--- config.mk ---
export PLATFORM = sky130hd
export DESIGN_NAME = shift_register_chain_writer
export DESIGN_NICKNAME = d
export VERILOG_FILES = /design/src/rtl/srcw_pkg.sv /design/src/rtl/srcw_ctrl.sv /design/src/rtl/srcw_dp.sv /design/src/rtl/shift_register_chain_writer.sv
export SDC_FILE = /design/constraint.sdc
export NUM_CORES = 1
export LEC_CHECK = 0
export BUFFER_PORTS_ARGS = -buffer_cell sky130_fd_sc_hd__buf_2
export CAP_MARGIN = 25
export CORE_UTILIZATION = 50
export DETAILED_ROUTE_END_ITERATION = 6
export GPL_TIMING_DRIVEN = 0
export PLACE_DENSITY = 0.79
export SLEW_MARGIN = 30
export SYNTH_ARGS = -nofsm -noshare
export SYNTH_HDL_FRONTEND = slang
export SYNTH_SLANG_ARGS = --single-unit
--- constraint.sdc ---
create_clock -name clk_i -period 4.6 [get_ports clk_i]
set_clock_uncertainty 0.1 [all_clocks]
set_input_delay 0.46 -clock clk_i [delete_from_list [all_inputs] [get_ports clk_i]]
set_output_delay 0.46 -clock clk_i [all_outputs]
set_load 0.1 [all_outputs]
--- src/rtl/srcw_pkg.sv ---
// ----------------------------------------------------------------------------
// srcw_pkg
// Types and constants shared by the chain writer controller and datapath.
// ----------------------------------------------------------------------------
package srcw_pkg;

  localparam int unsigned ShadowDepth        = 8;
  localparam int unsigned PosWidth           = 3;
  localparam int unsigned BitIdxWidth        = 3;
  localparam int unsigned ByteWidth          = 8;
  localparam int unsigned ChainLengthDefault = 8;

  localparam logic [BitIdxWidth-1:0] TopBit = BitIdxWidth'(ByteWidth - 1);

  typedef enum logic [0:0] {
    StIdle,
    StShift
  } srcw_state_e;

  typedef struct packed {
    logic start;
    logic advance;
  } srcw_cmd_t;

  typedef struct packed {
    logic in_range;
    logic last;
  } srcw_status_t;

endpackage

--- src/rtl/srcw_ctrl.sv ---
// ----------------------------------------------------------------------------
// srcw_ctrl
// Controller: takes one write transaction at a time and paces the frame.
// ----------------------------------------------------------------------------
module srcw_ctrl (
  input  logic                  clk_i,
  input  logic                  rst_ni,
  input  logic                  in_valid_i,
  output logic                  in_ready_o,
  output logic                  out_valid_o,
  input  logic                  out_ready_i,
  input  srcw_pkg::srcw_status_t status_i,
  output srcw_pkg::srcw_cmd_t    cmd_o
);
  import srcw_pkg::*;

  srcw_state_e state_q, state_d;

  always_ff @(posedge clk_i or negedge rst_ni) begin
    if (!rst_ni) begin
      state_q <= StIdle;
    end else begin
      state_q <= state_d;
    end
  end

  always_comb begin
    state_d = state_q;
    unique case (state_q)
      StIdle: begin
        if (in_valid_i && status_i.in_range) begin
          state_d = StShift;
        end
      end
      StShift: begin
        if (out_ready_i && status_i.last) begin
          state_d = StIdle;
        end
      end
      default: state_d = StIdle;
    endcase
  end

  always_comb begin
    in_ready_o    = 1'b0;
    out_valid_o   = 1'b0;
    cmd_o.start   = 1'b0;
    cmd_o.advance = 1'b0;
    unique case (state_q)
      StIdle: begin
        in_ready_o  = 1'b1;
        cmd_o.start = in_valid_i && status_i.in_range;
      end
      StShift: begin
        out_valid_o   = 1'b1;
        cmd_o.advance = out_ready_i;
      end
      default: begin
        in_ready_o = 1'b0;
      end
    endcase
  end

  // no new write while a frame is going out
  assert property (@(posedge clk_i) disable iff (!rst_ni)
    !(in_ready_o && out_valid_o))
    else $error("input taken during a frame");

  // a started frame shows its first bit next cycle
  assert property (@(posedge clk_i) disable iff (!rst_ni)
    cmd_o.start |=> out_valid_o)
    else $error("frame did not start");

  // a stalled bit keeps the frame running
  assert property (@(posedge clk_i) disable iff (!rst_ni)
    out_valid_o && !out_ready_i |=> out_valid_o)
    else $error("frame dropped under stall");

  // frame ends right after the final bit is taken
  assert property (@(posedge clk_i) disable iff (!rst_ni)
    out_valid_o && out_ready_i && status_i.last |=> in_ready_o)
    else $error("frame overran final bit");

endmodule

--- src/rtl/srcw_dp.sv ---
// ----------------------------------------------------------------------------
// srcw_dp
// Datapath: shadow bytes, position and bit counters, serial bit selection.
// ----------------------------------------------------------------------------
module srcw_dp #(
  parameter int unsigned CHAIN_LENGTH = srcw_pkg::ChainLengthDefault
) (
  input  logic                                clk_i,
  input  logic                                rst_ni,
  input  srcw_pkg::srcw_cmd_t                  cmd_i,
  output srcw_pkg::srcw_status_t               status_o,
  input  logic [srcw_pkg::ByteWidth-1:0]       position_i,
  input  logic [srcw_pkg::ByteWidth-1:0]       new_byte_i,
  output logic                                serial_bit_o,
  output logic [srcw_pkg::PosWidth-1:0]        source_position_o,
  output logic [srcw_pkg::BitIdxWidth-1:0]     bit_number_o,
  output logic                                final_bit_o
);
  import srcw_pkg::*;

  localparam logic [ByteWidth-1:0] ChainLen = ByteWidth'(CHAIN_LENGTH);
  localparam logic [PosWidth-1:0]  LastPos  = PosWidth'(CHAIN_LENGTH - 1);

  logic [ByteWidth-1:0]   shadow_q [ShadowDepth];
  logic [PosWidth-1:0]    pos_q, pos_d;
  logic [BitIdxWidth-1:0] bit_q, bit_d;
  logic                   last;

  always_ff @(posedge clk_i or negedge rst_ni) begin
    if (!rst_ni) begin
      for (int i = 0; i < ShadowDepth; i++) begin
        shadow_q[i] <= '0;
      end
    end else if (cmd_i.start) begin
      shadow_q[position_i[PosWidth-1:0]] <= new_byte_i;
    end
  end

  always_comb begin
    pos_d = pos_q;
    bit_d = bit_q;
    if (cmd_i.start) begin
      pos_d = '0;
      bit_d = TopBit;
    end else if (cmd_i.advance) begin
      if (bit_q == '0) begin
        bit_d = TopBit;
        pos_d = pos_q + PosWidth'(1);
      end else begin
        bit_d = bit_q - BitIdxWidth'(1);
      end
    end
  end

  always_ff @(posedge clk_i or negedge rst_ni) begin
    if (!rst_ni) begin
      pos_q <= '0;
      bit_q <= TopBit;
    end else begin
      pos_q <= pos_d;
      bit_q <= bit_d;
    end
  end

  assign last              = (pos_q == LastPos) && (bit_q == '0);
  assign status_o.in_range = position_i < ChainLen;
  assign status_o.last     = last;

  assign serial_bit_o      = shadow_q[pos_q][bit_q];
  assign source_position_o = pos_q;
  assign bit_number_o      = bit_q;
  assign final_bit_o       = last;

endmodule

--- src/rtl/shift_register_chain_writer.sv ---
// ----------------------------------------------------------------------------
// Latency: the first bit of a frame is offered the cycle after a write is taken.
// Throughput: CHAIN_LENGTH*8 bits per frame, one per cycle while the sink is ready;
// the bit counter paces the frame.
// An out-of-range position is taken and gives no bits.
// Reset clears all shadow bytes to zero at once; no clearing pass is needed.
// ----------------------------------------------------------------------------
// shift_register_chain_writer
// Stores one byte per chained output register and shifts the chain out.
// ----------------------------------------------------------------------------
module shift_register_chain_writer #(
  parameter int unsigned CHAIN_LENGTH = srcw_pkg::ChainLengthDefault
) (
  input  logic                            clk_i,
  input  logic                            rst_ni,
  input  logic                            in_valid_i,
  output logic                            in_ready_o,
  input  logic [srcw_pkg::ByteWidth-1:0]   position_i,
  input  logic [srcw_pkg::ByteWidth-1:0]   new_byte_i,
  output logic                            out_valid_o,
  input  logic                            out_ready_i,
  output logic                            serial_bit_o,
  output logic [srcw_pkg::PosWidth-1:0]    source_position_o,
  output logic [srcw_pkg::BitIdxWidth-1:0] bit_number_o,
  output logic                            final_bit_o
);
  import srcw_pkg::*;

  srcw_cmd_t    cmd;
  srcw_status_t status;

  srcw_ctrl u_ctrl (
    .clk_i       (clk_i),
    .rst_ni      (rst_ni),
    .in_valid_i  (in_valid_i),
    .in_ready_o  (in_ready_o),
    .out_valid_o (out_valid_o),
    .out_ready_i (out_ready_i),
    .status_i    (status),
    .cmd_o       (cmd)
  );

  srcw_dp #(
    .CHAIN_LENGTH (CHAIN_LENGTH)
  ) u_dp (
    .clk_i             (clk_i),
    .rst_ni            (rst_ni),
    .cmd_i             (cmd),
    .status_o          (status),
    .position_i        (position_i),
    .new_byte_i        (new_byte_i),
    .serial_bit_o      (serial_bit_o),
    .source_position_o (source_position_o),
    .bit_number_o      (bit_number_o),
    .final_bit_o       (final_bit_o)
  );

endmodule
==> tab_implementation.tex <==
\begin{tabular}{lr}
\hline
Metric & Value \\
\hline
\multicolumn{2}{l}{\textbf{Clock network}} \\
\quad CTS H-Tree Depth & 3 \\
\quad Resized Gates After CTS & 0 \\
\quad Post-CTS Setup Inserts & 0 \\
\quad Largest buffer count on any clock path & 2 \\
\quad Total number of clock tree sinks & 71 \\
\quad CTS clk-pin slew, worst paths & 0.07 ns \\
\quad Clock Latency Late Sink & 0.34 ns \\
\quad Master cell of the clock root buffer & sky130\_fd\_sc\_hd\_\_clkbuf\_8 \\
\quad Count of hold-fix buffers inserted at cts & 1 \\
\quad Total CTS buffers & 9 \\
\quad TritonCTS clock tree & done \\
\multicolumn{2}{l}{\textbf{Detailed routing}} \\
\quad Residual DRC & 10 \\
\quad Avg WL per Cell & 19.5 um \\
\quad Initial DRT Pass Iterations & 6 \\
\quad Uppermost layer routed & met4 \\
\quad Post-detailed-routing wire length & 6.84 mm \\
\quad Antenna Nets Post-Route & 0 \\
\quad Total length of routed met2 wires & 3.22 mm \\
\quad DR vias & 2028 \\
\quad Met3 Wirelength & 386 um \\
\quad Routed metal-1 wire length & 3.17 mm \\
\quad 1st-iter DRT viols & 130 \\
\quad Number of vias per cell & 5.78 \\
\multicolumn{2}{l}{\textbf{Yosys}} \\
\quad Number of flip-flops and latches in the synthesized netlist & 71 \\
\quad Number of enable flip-flop cells after synthesis & 0 \\
\quad Cells after Synth & 229 \\
\quad Share of synthesized area occupied by flip-flops and latches & 0.525 \\
\quad Cell area after synthesis & 0.00339 mm2 \\
\quad Synth cell types & 36 \\
\quad Most used flip-flop cell after synthesis & sky130\_fd\_sc\_hd\_\_dfrtp\_1 \\
\quad Post-Synthesis Net Count & 253 \\
\quad Per-instance average area after synthesis & 14.8 um2 \\
\quad Warnings, synthesis & 0 \\
\quad Async SR Flop Fraction & 1.00 \\
\multicolumn{2}{l}{\textbf{Critical path}} \\
\quad Delay contributed by the slowest stage of the critical path & 0.59 ns \\
\quad Most prevalent standard cell on the critical path & sky130\_fd\_sc\_hd\_\_buf\_2 \\
\quad Required @ worst endpoint & 4.04 ns \\
\quad Max FO, Critical Path & 10 \\
\quad Slowest stage cell on the critical path & sky130\_fd\_sc\_hd\_\_clkbuf\_1 \\
\quad Sort of element at the end of the critical path & primary output \\
\quad Cell-by-cell listing of the critical path & buf\_2 > clkbuf\_1 > mux2i\_1 > a211oi\_1 > o311ai\_0 > nand4\_1 > o311a\_1 > buf\_2 \\
\quad Kind of start point of the critical path & register \\
\quad Data arrival time of the critical path & 3.04 ns \\
\quad Worst Reg2Reg Path Length in Cells & 5 \\
\quad Flop-to-flop setup slack & 2.16 ns \\
\quad Type of the setup path with the least slack & register to primary output \\
\multicolumn{2}{l}{\textbf{Placed design}} \\
\quad Weighted congestion at the end of routability-driven global placement & 0.785 \\
\quad Number of buffers inserted by port buffering & 27 \\
\quad HPWL after detailed placement & 4.57 mm \\
\multicolumn{2}{l}{\textbf{Run}} \\
\quad Number of max-capacitance violations reported & 0 \\
\multicolumn{2}{l}{\textbf{Floorplan}} \\
\quad Horizontal die dimension & 84.3 um \\
\quad Effective utilization at floorplan & 0.525 \\
\quad Placeable core area & 0.00646 mm2 \\
\quad Area enclosed by the die boundary & 0.00711 mm2 \\
\quad Std cell rows & 29 \\
\quad Die Y & 84.3 um \\
\quad I/O pin count & 30 \\
\multicolumn{2}{l}{\textbf{Power and ir drop}} \\
\quad Overall power of the completed layout & 1860 uW \\
\quad Total leakage power & 0.00192 uW \\
\quad Power per standard cell area & 481 mW/mm2 \\
\quad Maximum vdd ir drop & 226 uV \\
\multicolumn{2}{l}{\textbf{Finish}} \\
\quad Fill count & 517 \\
\quad Synth-to-Final Area Change & 13.9\% \\
\quad Layout Nets & 293 \\
\quad Post-Route Utilization & 0.598 \\
\quad Area taken by multi-input logic gates & 0.00155 mm2 \\
\quad Area taken by flip-flops and latches & 0.00178 mm2 \\
\quad Antenna diode instance count & 0 \\
\quad Fraction of final layout cells sized beyond drive strength 1 & 0.489 \\
\multicolumn{2}{l}{\textbf{Run status}} \\
\quad Violations in the final reports & DRC \\
\quad Run status & complete, but fails checks \\
\multicolumn{2}{l}{\textbf{Timing}} \\
\quad Post-route worst hold slack & 0.313 ns \\
\quad Min Clock Period, post-route & 3.60 ns \\
\quad Normalized max-slew margin & 0.533 \\
\quad Final cycle utilization of the critical path & 0.782 \\
\quad Worst Tran Pin Value & 0.701 ns \\
\quad Number of endpoints with negative hold slack in the final report & 0 \\
\quad Post-route setup TNS & 0 ns \\
\quad Fin. max-slew vios & 0 \\
\quad RSZ-0062 raised after global routing & no \\
\quad Highest attainable clock frequency & 278 MHz \\
\quad Setup-violating endpoint count in the final report & 0 \\
\multicolumn{2}{l}{\textbf{Hold path}} \\
\quad Number of instances on the worst hold path & 3 \\
\quad Hold WC Path Type & input pin to register \\
\multicolumn{2}{l}{\textbf{Global routing}} \\
\quad Global router's overall resource usage & 0.213 \\
\quad Number of antenna violations at the first check in global routing & 0 \\
\quad Wire length of the first global-routing pass & 11.2 mm \\
\quad Overflow left after global routing & 0 \\
\quad Pin count of the biggest net entering global routing & 50 \\
\quad Vias in the first global route & 2055 \\
\hline
\end{tabular}
-- final timing paths --
path | from | to
min | position_i[3] | u_dp.source_position_o[0]$_DFFE_PN0P_
max in group asynchronous | rst_ni | u_dp.bit_number_o[0]$_DFFE_PN1P_
min reg2reg | u_dp.shadow_q[25]$_DFFE_PN0P_ | u_dp.shadow_q[25]$_DFFE_PN0P_
min in group asynchronous | rst_ni | u_dp.shadow_q[56]$_DFFE_PN0P_
max | u_dp.source_position_o[0]$_DFFE_PN0P_ | serial_bit_o
max reg2reg | u_ctrl.state_q$_DFF_PN0_ | u_dp.shadow_q[30]$_DFFE_PN0P_
-- logic make-up after synthesis --
group | synth area share
multiplexers | 0.336
flip-flops | 0.525
AND/OR/NAND/NOR | 0.0735
buffers and inverters | 0.0166
AO/OA/AOI/OAI | 0.0266
XOR/XNOR | 0.00775
adder cells (fa/ha/maj) | 0.0148
-- cell type report --
type	count	area share
repair buffers	29	0.0454
clock buffers	11	0.0366
clock inverters	5	0.0149
well taps	77	0.0250
plain buffers	9	0.00972
multi-input cells	144	0.402
inverters	5	0.00486
flip-flops and latches	71	0.461
-- layer usage --
layer | GRT usage | up-vias
li1 | - | 930
met1 | 0.302 | 1039
met2 | 0.324 | 54
met3 | 0.0669 | 5
met4 | 0.0555 | 0
met5 | 0 | -
-- state kept, by name, indices dropped and copies added, names as in the netlist --
| register | cells |
|---|---|
| u_ctrl.state_q | 1 |
| u_dp.bit_number_o | 3 |
| u_dp.shadow_q | 64 |
| u_dp.source_position_o | 3 |
-- stage by stage --
stage	cell area, um2	cells	worst slack, ns
after floorplan	3390	229	0.861
final	3860	351	1.00
after global routing	3860	351	0.766
after CTS	3860	351	0.973
after global placement	3620	333	1.36
after detailed placement	3650	334	1.35
-- worst max-delay path: cells and delay by family (launching register included) --
kind            cells  cell delay, ns
simple gates        1            0.14
flops               1            0.37
compound gates      3            0.62
mux                 1            0.18
buf+inv             3            1.37
-- synth_stat cells (3+ instances only) --
cell	number	area (um2)
sky130_fd_sc_hd__dfrtp_1	68	1700
sky130_fd_sc_hd__mux2_2	64	721
sky130_fd_sc_hd__mux4_2	13	293
sky130_fd_sc_hd__mux2i_1	9	90.1
sky130_fd_sc_hd__nand2_1	7	26.3
sky130_fd_sc_hd__inv_1	5	18.8
sky130_fd_sc_hd__nand3_1	5	25.0
sky130_fd_sc_hd__nor2_1	5	18.8
sky130_fd_sc_hd__clkbuf_1	4	15.0
sky130_fd_sc_hd__ha_1	4	50.1
sky130_fd_sc_hd__nor2b_1	4	25.0
sky130_fd_sc_hd__a211oi_1	3	22.5
sky130_fd_sc_hd__buf_2	3	15.0
sky130_fd_sc_hd__dfstp_2	3	78.8
sky130_fd_sc_hd__mux2_1	3	33.8
-- power breakdown --
group          leakage (uW)  total, uW  switching (uW)  internal [uW]
logic              0.000847        657             488            169
registers          0.000972        708            44.4            663
clock network      0.000103        494             228            265
total               0.00192       1860             761           1100
-- cells in the final DEF (no fill, tap or decap), types with 3 or more instances in the layout --
cell type | Yosys | routed
sky130_fd_sc_hd__dfrtp_1 | 68 | 68
sky130_fd_sc_hd__clkbuf_8 | 0 | 10
sky130_fd_sc_hd__mux2_2 | 64 | 64
sky130_fd_sc_hd__mux2i_1 | 9 | 9
sky130_fd_sc_hd__nor2_1 | 5 | 5
sky130_fd_sc_hd__buf_2 | 3 | 29
sky130_fd_sc_hd__clkbuf_1 | 4 | 5
sky130_fd_sc_hd__mux4_2 | 13 | 13
sky130_fd_sc_hd__dfstp_2 | 3 | 3
sky130_fd_sc_hd__nand3_1 | 5 | 5
sky130_fd_sc_hd__ha_1 | 4 | 4
sky130_fd_sc_hd__nor2b_1 | 4 | 4
sky130_fd_sc_hd__inv_1 | 5 | 5
sky130_fd_sc_hd__mux2_1 | 3 | 3
sky130_fd_sc_hd__a211oi_1 | 3 | 3
sky130_fd_sc_hd__nand2_1 | 7 | 7
Power figures use the tool's default switching activity.
